==> config.mk <==
export PLATFORM = sky130hd
export DESIGN_NAME = positional_array_list_flat
export DESIGN_NICKNAME = d
export VERILOG_FILES = /design/src/rtl/core/pal_pkg.sv /design/src/rtl/core/pal_req_if.sv /design/src/rtl/core/pal_rsp_if.sv /design/src/rtl/core/positional_array_list.sv /design/src/rtl/core/pal_slot.sv /design/src/flat_wrapper.sv
export SDC_FILE = /design/constraint.sdc
export NUM_CORES = 2
export LEC_CHECK = 0
export ABC_CLOCK_PERIOD_IN_PS = 8610
export BUFFER_PORTS_ARGS = -buffer_cell sky130_fd_sc_hd__buf_2
export CORE_MARGIN = 5
export CORE_UTILIZATION = 32
export CTS_CLUSTER_SIZE = 14
export DETAILED_ROUTE_END_ITERATION = 8
export HOLD_SLACK_MARGIN = 0.05
export SETUP_SLACK_MARGIN = 0.5
export SYNTH_ARGS = -nofsm -noshare
export SYNTH_HDL_FRONTEND = slang
export SYNTH_SLANG_ARGS = --single-unit
==> constraint.sdc <==
create_clock -name clk -period 8.61 [get_ports clk]
set_input_delay 0.861 -clock clk [delete_from_list [all_inputs] [get_ports clk]]
set_output_delay 0.861 -clock clk [all_outputs]
set_load 0.1 [all_outputs]
==> src/rtl/core/pal_pkg.sv <==
// ----------------------------------------------------------------------------
// positional array list package
// field widths, operation codes and the per-slot control word
// ----------------------------------------------------------------------------
package pal_pkg;

    localparam int OP_W  = 3;
    localparam int POS_W = 5;
    localparam int VAL_W = 32;
    localparam int CNT_W = 5;

    localparam logic [OP_W-1:0] OP_INSERT = 3'd0;
    localparam logic [OP_W-1:0] OP_DELETE = 3'd1;
    localparam logic [OP_W-1:0] OP_GET    = 3'd2;
    localparam logic [OP_W-1:0] OP_LOCATE = 3'd3;
    localparam logic [OP_W-1:0] OP_APPEND = 3'd4;

    // what a slot takes at the next edge
    typedef struct packed {
        logic load;       // new value from the request
        logic from_prev;  // shift up: take the lower neighbour
        logic from_next;  // shift down: take the upper neighbour
    } pal_slot_ctrl_t;

endpackage

==> src/rtl/core/pal_req_if.sv <==
// ----------------------------------------------------------------------------
// positional array list request channel
// valid/ready channel carrying one list operation
// ----------------------------------------------------------------------------
interface pal_req_if
    import pal_pkg::*;
();
    logic                    valid;
    logic                    ready;
    logic [OP_W-1:0]         operation;
    logic [POS_W-1:0]        position;
    logic signed [VAL_W-1:0] value;

    modport source (output valid, output operation, output position, output value,
                    input ready);
    modport sink   (input valid, input operation, input position, input value,
                    output ready);
endinterface

==> src/rtl/core/pal_rsp_if.sv <==
// ----------------------------------------------------------------------------
// positional array list response channel
// valid/ready channel carrying one operation result
// ----------------------------------------------------------------------------
interface pal_rsp_if
    import pal_pkg::*;
();
    logic                    valid;
    logic                    ready;
    logic                    ok;
    logic signed [VAL_W-1:0] read_value;
    logic [POS_W-1:0]        found_position;
    logic [CNT_W-1:0]        count;

    modport source (output valid, output ok, output read_value, output found_position,
                    output count, input ready);
    modport sink   (input valid, input ok, input read_value, input found_position,
                    input count, output ready);
endinterface

==> src/rtl/core/positional_array_list.sv <==
// ----------------------------------------------------------------------------
// positional array list
// ordered list of up to DEPTH signed values held in a row of shifting slots
// ----------------------------------------------------------------------------
// The list lives in a chain of DEPTH slots, slot 0 at the head. Each request
// transaction is taken and finished at the same clock edge: insert shifts every slot at
// or above the position up by one and loads the new value, delete shifts the
// slots above the position down by one, append loads the slot at the tail,
// and get and locate read the chain without changing it. Locate compares the
// key in every slot at once and picks the lowest match below the length. The
// result is registered, so a response appears in the cycle after its request
// and a new request is taken whenever the response register is empty or being
// emptied; without back-pressure the sustained rate is one request per cycle,
// set by the single pass through the slot compare and shift logic.
// Positions are 1-based; a request with a bad position, an insert or append
// on a full list, a delete or get on an empty list, or an unused operation
// code reports ok low and leaves the list unchanged. Slot contents are
// undefined after reset and are only ever read below the current length.
// ----------------------------------------------------------------------------
module positional_array_list
    import pal_pkg::*;
#(
    parameter int DEPTH = 16
)
(
    input  logic      clk,
    input  logic      rst_n,
    pal_req_if.sink   req,
    pal_rsp_if.source rsp
);
    // length register width and a common compare width
    localparam int LEN_W = $clog2(DEPTH + 1);
    localparam int CMP_W = ((LEN_W > POS_W) ? LEN_W : POS_W) + 1;

    // list length
    logic [LEN_W-1:0] len_reg;
    logic [LEN_W-1:0] len_next;

    // response register
    logic                    rsp_valid_reg;
    logic                    rsp_valid_next;
    logic                    rsp_ok_reg;
    logic                    rsp_ok_next;
    logic signed [VAL_W-1:0] rsp_read_reg;
    logic signed [VAL_W-1:0] rsp_read_next;
    logic [POS_W-1:0]        rsp_fpos_reg;
    logic [POS_W-1:0]        rsp_fpos_next;
    logic [CNT_W-1:0]        rsp_count_reg;
    logic [CNT_W-1:0]        rsp_count_next;

    // slot chain
    pal_slot_ctrl_t          slot_ctrl [DEPTH];
    logic signed [VAL_W-1:0] slot_entry [DEPTH];
    logic [DEPTH-1:0]        slot_match;

    // decoded request
    logic             accept;
    logic [CMP_W-1:0] pos_ext;
    logic [CMP_W-1:0] len_ext;
    logic [CMP_W-1:0] idx_ext;
    logic             ins_ok;
    logic             del_ok;
    logic             get_ok;
    logic             app_ok;
    logic             is_locate;
    logic             hit;
    logic [POS_W-1:0] hit_pos;
    logic signed [VAL_W-1:0] rd_data;

    // a new transaction is taken while the response register is free or draining
    assign req.ready = !rsp_valid_reg || rsp.ready;
    assign accept    = req.valid && req.ready;

    assign pos_ext = CMP_W'(req.position);
    assign len_ext = CMP_W'(len_reg);
    assign idx_ext = pos_ext - CMP_W'(1);

    // operation checks
    always_comb
    begin
        ins_ok    = 1'b0;
        del_ok    = 1'b0;
        get_ok    = 1'b0;
        app_ok    = 1'b0;
        is_locate = 1'b0;
        case (req.operation)
            OP_INSERT:
            begin
                ins_ok = (pos_ext != '0) && (pos_ext <= len_ext + CMP_W'(1))
                         && (len_ext < CMP_W'(DEPTH));
            end
            OP_DELETE:
            begin
                del_ok = (pos_ext != '0) && (pos_ext <= len_ext);
            end
            OP_GET:
            begin
                get_ok = (pos_ext != '0) && (pos_ext <= len_ext);
            end
            OP_LOCATE:
            begin
                is_locate = 1'b1;
            end
            OP_APPEND:
            begin
                app_ok = (len_ext < CMP_W'(DEPTH));
            end
            default:
            begin
                ins_ok = 1'b0;
            end
        endcase
    end

    // per-slot shift and load controls
    always_comb
    begin
        for (int i = 0; i < DEPTH; i++)
        begin
            slot_ctrl[i].load      = accept && ((ins_ok && (CMP_W'(i) == idx_ext))
                                     || (app_ok && (CMP_W'(i) == len_ext)));
            slot_ctrl[i].from_prev = accept && ins_ok && (CMP_W'(i) > idx_ext)
                                     && (CMP_W'(i) <= len_ext);
            slot_ctrl[i].from_next = accept && del_ok && (CMP_W'(i) >= idx_ext)
                                     && (CMP_W'(i) + CMP_W'(1) < len_ext);
        end
    end

    // the chain of slots, each fed by both neighbours
    for (genvar g = 0; g < DEPTH; g++)
    begin : g_slot
        logic signed [VAL_W-1:0] prev_w;
        logic signed [VAL_W-1:0] next_w;

        if (g == 0)
        begin : g_head
            assign prev_w = slot_entry[g];
        end
        else
        begin : g_body
            assign prev_w = slot_entry[g-1];
        end

        if (g == DEPTH - 1)
        begin : g_tail
            assign next_w = slot_entry[g];
        end
        else
        begin : g_inner
            assign next_w = slot_entry[g+1];
        end

        pal_slot u_slot (
            .clk       (clk),
            .ctrl      (slot_ctrl[g]),
            .value_in  (req.value),
            .prev_data (prev_w),
            .next_data (next_w),
            .key       (req.value),
            .entry     (slot_entry[g]),
            .match     (slot_match[g])
        );
    end

    // read at the requested position
    always_comb
    begin
        rd_data = '0;
        for (int i = 0; i < DEPTH; i++)
        begin
            if (CMP_W'(i) == idx_ext)
            begin
                rd_data = slot_entry[i];
            end
        end
    end

    // first match below the length, lowest slot wins
    always_comb
    begin
        hit     = 1'b0;
        hit_pos = '0;
        for (int i = DEPTH - 1; i >= 0; i--)
        begin
            if (slot_match[i] && (CMP_W'(i) < len_ext))
            begin
                hit     = 1'b1;
                hit_pos = POS_W'(i + 1);
            end
        end
    end

    // length and response
    always_comb
    begin
        len_next       = len_reg;
        rsp_valid_next = rsp_valid_reg && !rsp.ready;
        rsp_ok_next    = rsp_ok_reg;
        rsp_read_next  = rsp_read_reg;
        rsp_fpos_next  = rsp_fpos_reg;
        rsp_count_next = rsp_count_reg;
        if (accept)
        begin
            if (ins_ok || app_ok)
            begin
                len_next = len_reg + LEN_W'(1);
            end
            else if (del_ok)
            begin
                len_next = len_reg - LEN_W'(1);
            end
            rsp_valid_next = 1'b1;
            rsp_ok_next    = ins_ok || app_ok || del_ok || get_ok || (is_locate && hit);
            rsp_read_next  = (del_ok || get_ok) ? rd_data : '0;
            rsp_fpos_next  = (is_locate && hit) ? hit_pos : '0;
            rsp_count_next = CNT_W'(len_next);
        end
    end

    always_ff @(posedge clk or negedge rst_n)
    begin
        if (!rst_n)
        begin
            len_reg       <= '0;
            rsp_valid_reg <= 1'b0;
        end
        else
        begin
            len_reg       <= len_next;
            rsp_valid_reg <= rsp_valid_next;
        end
    end

    // response payload, no reset
    always_ff @(posedge clk)
    begin
        rsp_ok_reg    <= rsp_ok_next;
        rsp_read_reg  <= rsp_read_next;
        rsp_fpos_reg  <= rsp_fpos_next;
        rsp_count_reg <= rsp_count_next;
    end

    assign rsp.valid          = rsp_valid_reg;
    assign rsp.ok             = rsp_ok_reg;
    assign rsp.read_value     = rsp_read_reg;
    assign rsp.found_position = rsp_fpos_reg;
    assign rsp.count          = rsp_count_reg;
endmodule

==> src/rtl/core/pal_slot.sv <==
// ----------------------------------------------------------------------------
// positional array list slot
// one list entry with load, shift-up and shift-down paths and a key compare
// ----------------------------------------------------------------------------
module pal_slot
    import pal_pkg::*;
(
    input  logic                    clk,
    input  pal_slot_ctrl_t          ctrl,
    input  logic signed [VAL_W-1:0] value_in,
    input  logic signed [VAL_W-1:0] prev_data,
    input  logic signed [VAL_W-1:0] next_data,
    input  logic signed [VAL_W-1:0] key,
    output logic signed [VAL_W-1:0] entry,
    output logic                    match
);
    logic signed [VAL_W-1:0] entry_reg;
    logic signed [VAL_W-1:0] entry_next;

    always_comb
    begin
        entry_next = entry_reg;
        if (ctrl.load)
        begin
            entry_next = value_in;
        end
        else if (ctrl.from_prev)
        begin
            entry_next = prev_data;
        end
        else if (ctrl.from_next)
        begin
            entry_next = next_data;
        end
    end

    // payload only, no reset
    always_ff @(posedge clk)
    begin
        entry_reg <= entry_next;
    end

    assign entry = entry_reg;
    assign match = (entry_reg == key);
endmodule

==> src/flat_wrapper.sv <==
// flat-port wrapper written by rule: the top's interface ports become plain ports
module positional_array_list_flat import pal_pkg::*;
#(
    parameter int DEPTH = 16
)
  (clk, rst_n, req_valid, req_operation, req_position, req_value, req_ready, rsp_valid, rsp_ok, rsp_read_value, rsp_found_position, rsp_count, rsp_ready);
  pal_req_if req_i ();
  pal_rsp_if rsp_i ();
  input  logic clk;
  input  logic rst_n;
  input wire logic [$bits(req_i.valid)-1:0] req_valid;
  input wire logic [$bits(req_i.operation)-1:0] req_operation;
  input wire logic [$bits(req_i.position)-1:0] req_position;
  input wire logic [$bits(req_i.value)-1:0] req_value;
  output wire logic [$bits(req_i.ready)-1:0] req_ready;
  output wire logic [$bits(rsp_i.valid)-1:0] rsp_valid;
  output wire logic [$bits(rsp_i.ok)-1:0] rsp_ok;
  output wire logic [$bits(rsp_i.read_value)-1:0] rsp_read_value;
  output wire logic [$bits(rsp_i.found_position)-1:0] rsp_found_position;
  output wire logic [$bits(rsp_i.count)-1:0] rsp_count;
  input wire logic [$bits(rsp_i.ready)-1:0] rsp_ready;
  assign req_i.valid = req_valid;
  assign req_i.operation = req_operation;
  assign req_i.position = req_position;
  assign req_i.value = req_value;
  assign req_ready = req_i.ready;
  assign rsp_valid = rsp_i.valid;
  assign rsp_ok = rsp_i.ok;
  assign rsp_read_value = rsp_i.read_value;
  assign rsp_found_position = rsp_i.found_position;
  assign rsp_count = rsp_i.count;
  assign rsp_i.ready = rsp_ready;
  positional_array_list #(.DEPTH(DEPTH)) u_core (.clk(clk), .rst_n(rst_n), .req(req_i), .rsp(rsp_i));
endmodule
Yosys cells after proc, flatten, opt, wreduce, memory -nomap -nowiden. Cells that the tools add are included.

Equality and inequality tests: 51. Reductions and logical operators: 183. Multiplexer cells: 103. $lt $le $gt $ge: 66. Add/subtract/negate cells: 4. Bitwise operators: 1.

Operators with widths (count): 32-bit two-way mux (63); 32-bit == test (16); 1-bit logical AND (134); 4-bit by 6-bit == test with 1-bit output (first input constant) (8); 4-bit by 6-bit > comparator with 1-bit output (first input constant) (8); 4-bit by 6-bit >= comparator with 1-bit output (first input constant) (7); 3-bit nonzero test (14); 4-bit by 5-bit == test with 1-bit output (first input constant) (8); 4-bit by 5-bit <= comparator with 1-bit output (first input constant) (8); 4-bit by 5-bit less-than comparator with 1-bit output (first input constant) (8); 4-bit two-way mux (8); 3-bit by 6-bit == test with 1-bit output (first input constant) (4); 3-bit by 6-bit >= comparator with 1-bit output (first input constant) (4); 3-bit by 6-bit > comparator with 1-bit output (first input constant) (4); 1-bit two-way mux (23); 1-bit logical OR (22); 3-bit by 5-bit == test with 1-bit output (first input constant) (4); 3-bit by 5-bit <= comparator with 1-bit output (first input constant) (4); 3-bit by 5-bit less-than comparator with 1-bit output (first input constant) (4); 16-bit OR reduction (1); 5-bit two-way mux (3); 2-bit by 6-bit == test with 1-bit output (first input constant) (2); 1-bit by 6-bit >= comparator with 1-bit output (first input constant) (2); 2-bit by 6-bit >= comparator with 1-bit output (first input constant) (2); other kinds (32) (47).

Input port bits: 44. Output and inout bits: 45. Bits in registers: 561. Word-level logic and storage cells: 434.

Logic depth before layout (Yosys ltp).
Depth in word-level cells: 21. Mapped depth: 17. Gate-level depth less buffers: 13.

Modules after synthesis. From an unflattened synthesis, not the netlist that was laid out.

Cells, all modules: 4200. Area, all modules: 40413.8 µm².

Modules (own cells, without submodules): pal_slot (area each 1984.4 µm², times used 16, cells an instance 183); positional_array_list (area each 8663.3 µm², times used 1, cells an instance 1272).

Worst setup path before layout. Ideal clock, no wire load.

Kind: input to register. Start point: input rsp_ready. End point: register u_core.g_slot[3].u_slot.entry_reg[0], enable pin. Arrival: 6.723 ns. Stages on the path: 5. Setup slack: 1.354 ns. Cell sequence: nand2b_1 nand2_1 clkinv_1 nand2_1 o311ai_0.

Word-level cells in the longest chain between the ends: 6. Elaborated cells on any way between the ends: 10.

Ends and longest elaborated chain: start, declared (line flat_wrapper.sv:21) `input wire logic [$bits(rsp_i.ready)-1:0] rsp_ready;`; 1-bit logical OR * (line positional_array_list.sv:71) `assign req.ready = !rsp_valid_reg || rsp.ready;`; 1-bit logical AND * (line positional_array_list.sv:72) `assign accept = req.valid && req.ready;`; net u_core.accept (line positional_array_list.sv:57) `logic accept;`; 1-bit logical AND, on equally long branches (2 in series) (line positional_array_list.sv:124, positional_array_list.sv:122); 1-bit logical AND, on equally long branches (line positional_array_list.sv:125, positional_array_list.sv:123); 3-bit nonzero test (no source line) *; end signal, assigned (line pal_slot.sv:40) `entry_reg <= entry_next;`; end, declared (line pal_slot.sv:17) `logic signed [VAL_W-1:0] entry_reg;`.

The timed path passes the listed nets; every way through them passes the cells marked *. A chain may end at the register's enable or synchronous reset.

Worst setup path after layout.
Start point: register u_core.len_reg[1]. End point: register u_core.g_slot[9].u_slot.entry_reg[22], enable pin.

Word-level cells in the longest chain between the ends: 9. Elaborated cells on any way between the ends: 24.

Ends and longest elaborated chain: start, declared (line positional_array_list.sv:36) `logic [LEN_W-1:0] len_reg;`; start signal, assigned (line positional_array_list.sv:229) `len_reg <= len_next;`; 5-bit by 1-bit adder with 6-bit output (line positional_array_list.sv:89) `ins_ok = (pos_ext != '0) && (pos_ext <= len_ext + CMP_W'(1))`; 5-bit by 6-bit <= comparator with 1-bit output (line positional_array_list.sv:89); 1-bit logical AND (line positional_array_list.sv:89); 1-bit logical AND (line positional_array_list.sv:90) `&& (len_ext < CMP_W'(DEPTH));`; 1-bit two-way mux (line positional_array_list.sv:86) `case (req.operation)`; 1-bit logical AND, on equally long branches (line positional_array_list.sv:122, positional_array_list.sv:120); 1-bit logical AND or 1-bit logical OR (tied branches) (line positional_array_list.sv:122, positional_array_list.sv:121); 1-bit logical AND, on equally long branches (line positional_array_list.sv:123, positional_array_list.sv:120); 3-bit nonzero test (no source line) *; end signal, assigned (line pal_slot.sv:40); end, declared (line pal_slot.sv:17).

Every way passes the cells marked *; elsewhere a longest branch is shown, timed or not.

==> parameters.txt <==
Parameter                              Value

Yosys
  Most common library cells after synthesis    edfxtp_1 (555), a21oi_1 (455), mux2i_1 (448), nor2_1 (434), xor2_1 (311)
  Share of Yosys cell area claimed by the top area cell type    42.57%
  Net count after synthesis    4090
  Syn Area/Cell    9.723 um^2
  Most area-hungry cell type in the Yosys netlist    edfxtp_1
  EDFF count, synth    555
  Fraction of the yosys area taken by sequential cells    42.95%
  Area contributors post-synth    edfxtp_1 (43%), mux2i_1 (11%), xor2_1 (7.0%)
  Netlist area before placement    39150 um^2
  Proportion of register bits with asynchronous set or reset after synthesis    1.070%
  Number of distinct library cells after synthesis    80
  Top FF cell, synth    edfxtp_1
  Post-synthesis sequential element count    561
  Cells after Synth    4027
  Syn. warnings    0
  Most frequent cell after synthesis    edfxtp_1

Routing
  First DRT Iteration DRCs    5182
  Mean routed wirelength per cell    29.21 um
  Number of detailed-route iterations in the first pass    9
  DRT Wirelength    163000 um
  Total number of vias    33280
  Via count normalized by instance count    5.966
  Post-detailed-route count of antenna-violating nets    0
  DRC Markers    0

Global routing
  Largest net degree at the start of global routing    66
  Overall track demand over capacity in global routing    23.78%
  Wire length of the first global-routing pass    232100 um
  Global-route met2 utilization    37.48%
  Via count of the first global-routing pass    31200
  Met1 global-route usage    30.36%
  Grt ovf    0
  Most heavily used metal layer in global routing    met2
  GRT met3 Usage    5.896%
  Antenna violations before repair    5

Timing
  Fmax achieved    190.3 MHz
  Fraction of the cycle the final worst path needs    61.03%
  Accumulated negative setup slack    0 ns
  Post-route minimum period    5.254 ns
  Slew at the pin closest to its max-slew limit    1.356 ns
  Relative slew slack    9.367%
  RSZ-0062 raised after global routing    false
  Setup violations, final    0
  Clk_skew    0.05124 ns
  Max Slew Vio Count    0
  Final hold violation count    0

Floorplan
  Initial core utilization    32.17%
  Vertical extent of the die    359.8 um
  Placeable Area    121700 um^2
  Boundary pin count    89
  Die Width    359.8 um
  Die area    129500 um^2
  Standard-cell rows    128

Cells and area
  Utilization after layout    35.31%
  Filler cell count in the final layout    12290
  Proportion of layout cells with a drive suffix above 1    10.09%
  Number of flip-flops in the largest register    512
  Area growth from synthesis to layout    9.759%
  Number of cells in the finished layout apart from fillers    5579
  Antenna diodes    0
  Net count, final    3967
  Post-route cell area    42980 um^2

Worst setup path
  Category of the worst setup path capture point    flop
  Crit path cell chain    inv_1 -> ha_1 -> inv_1 -> ha_1 -> nor2b_1 -> o21a_1 -> o21ai_1 -> a21o_1 -> nand4_1 -> buf_4 -> or4_2 -> a21boi_0 -> o21ai_2 -> buf_4
  Max stage delay on crit path    1.20 ns
  FF-to-FF path depth    14
  Critical Path AT    5.59 ns
  Cell type of the slowest stage on the worst timing path    or4_2
  R2r endpoint    u_core.g_slot[9].u_slot.entry[22]
  Data required time of the critical path    8.94 ns
  Maximum fanout count along the critical path    34
  Startpoint type of the worst setup path    flop
  Flop2flop setup slack    3.36 ns
  Startpoint of the worst register-to-register path    u_core.len_reg[1]
  Setup CP Type    flop to flop

Placement
  Placed wire-length estimate after detailed placement    116100 um
  Gpl congestion    0.9840
  Placed insts    5465
  Port Buffers    88
  Cell area reported after detailed placement    40920 um^2

Clock tree
  CTS tree    built
  Clock latency of the later-clocked register in the worst-skew pair    0.69 ns
  Clock-pin slew on the worst setup and hold paths    0.06 ns
  Post-CTS Resized    0
  Total number of clock tree sinks    561
  Number of H-tree levels    2
  Root buf cell    clkbuf_16
  Post-CTS Setup Bufs    0
  Hold-fix buffers, CTS    1
  Maximum root-to-sink buffer count    3
  Number of buffers inserted during clock tree synthesis    61

Power
  Overall Power    7.376 mW
  Max VDD drop    0.1715 mV
  Static Leak    15.92 nW
  Pwr dens    171.6 nW/um^2

Run
  Max-capacitance violation count    0

Hold path
  Number of cells on the worst hold path    2
  Min-delay src    req_valid
  End point of the most critical hold path    u_core.rsp.valid
  Hold WC Path Type    input port to flop

Run status
  Result of the run    finished, final reports clean
## layout by cell type (no fill, tap or decap), drive strengths merged, types with 24 or more instances in the layout
master  synthesis  routed
edfxtp        555     555
a21oi         457     457
mux2i         448     448
nor2          437     437
xor2          311     311
nand2         277     277
xnor2         208     208
o21ai         207     207
buf           189     192
nor4           90      90
clkbuf        190      79
nand4          65      65
mux2           54      54
a221oi         53      53
nor3           49      49
nand2b         45      45
a22oi          41      41
o31ai          38      38
nand3          34      34
o22ai          30      30
clkinv          2      24
## metrics by stage
stage / hold WS (ns) / setup slack [ns]
floorplan: 0.5654 / 1.354
global placement: 0.5072 / 3.372
detailed placement: 0.5322 / 3.379
CTS: 0.4134 / 3.401
global route: 0.4477 / 3.071
finish: 0.4317 / 3.356
## power by group
part	switching, mW	leakage, nW	internal (mW)	total (mW)
registers	0.124	5.10	3.08	3.20
clock network	1.22	0.993	1.57	2.79
logic	1.02	9.83	0.368	1.38
## worst max path at each step
| stage | from | endpoint | slack (ns) |
|---|---|---|---|
| floorplan | rsp_ready | u_core.g_slot[3].u_slot.entry[0] | 1.35 |
| global placement | req_position[0] | u_core.g_slot[9].u_slot.entry[22] | 3.37 |
| detailed placement | req_position[0] | u_core.g_slot[9].u_slot.entry[22] | 3.38 |
| CTS | u_core.len_reg[1] | u_core.g_slot[9].u_slot.entry[22] | 3.40 |
| global route | u_core.len_reg[1] | u_core.g_slot[9].u_slot.entry[14] | 3.07 |
| finish | u_core.len_reg[1] | u_core.g_slot[9].u_slot.entry[22] | 3.36 |
## worst max-delay path, delay by kind of cell, from the launching register on
kind                       cells  cell delay (ns)
DFF                            1             0.68
AOI/OAI and AO/OA              5             0.92
and+or+nand+nor                3             1.43
adders and majority gates      2             0.74
buffers and inverters          4             1.11
## routing by layer
layer	part of all wire, %	up-vias
met1	39	16230
met4	6.5	10
met3	10	438
met2	44	2136
li1	-	14470
met5	0.041	-
## layout make-up
class	instances	area, um^2	share of cell area, %
timing repair buffer	193	1231	2.865
multi-input combinational	3064	20770	48.32
clock buffer	79	1675	3.898
tap	1625	2033	4.731
sequential	561	16820	39.13
inverter	23	86.33	0.2009
clock inverter	34	366.6	0.8531
## logic make-up (layout without fill, tap and decap cells)
family | count (synthesis) | count (layout) | share of synthesized area [%]
AOI/OAI and AO/OA | 960 | 960 | 14.68
xor gates and xnor gates | 519 | 519 | 11.61
adders and majority gates | 19 | 19 | 0.6072
buffers and inverters | 402 | 329 | 4.714
DFF | 561 | 561 | 42.95
muxes | 502 | 502 | 13.01
and+or+nand+nor | 1064 | 1064 | 12.43
No activity file was read; power rests on OpenSTA's default activity.
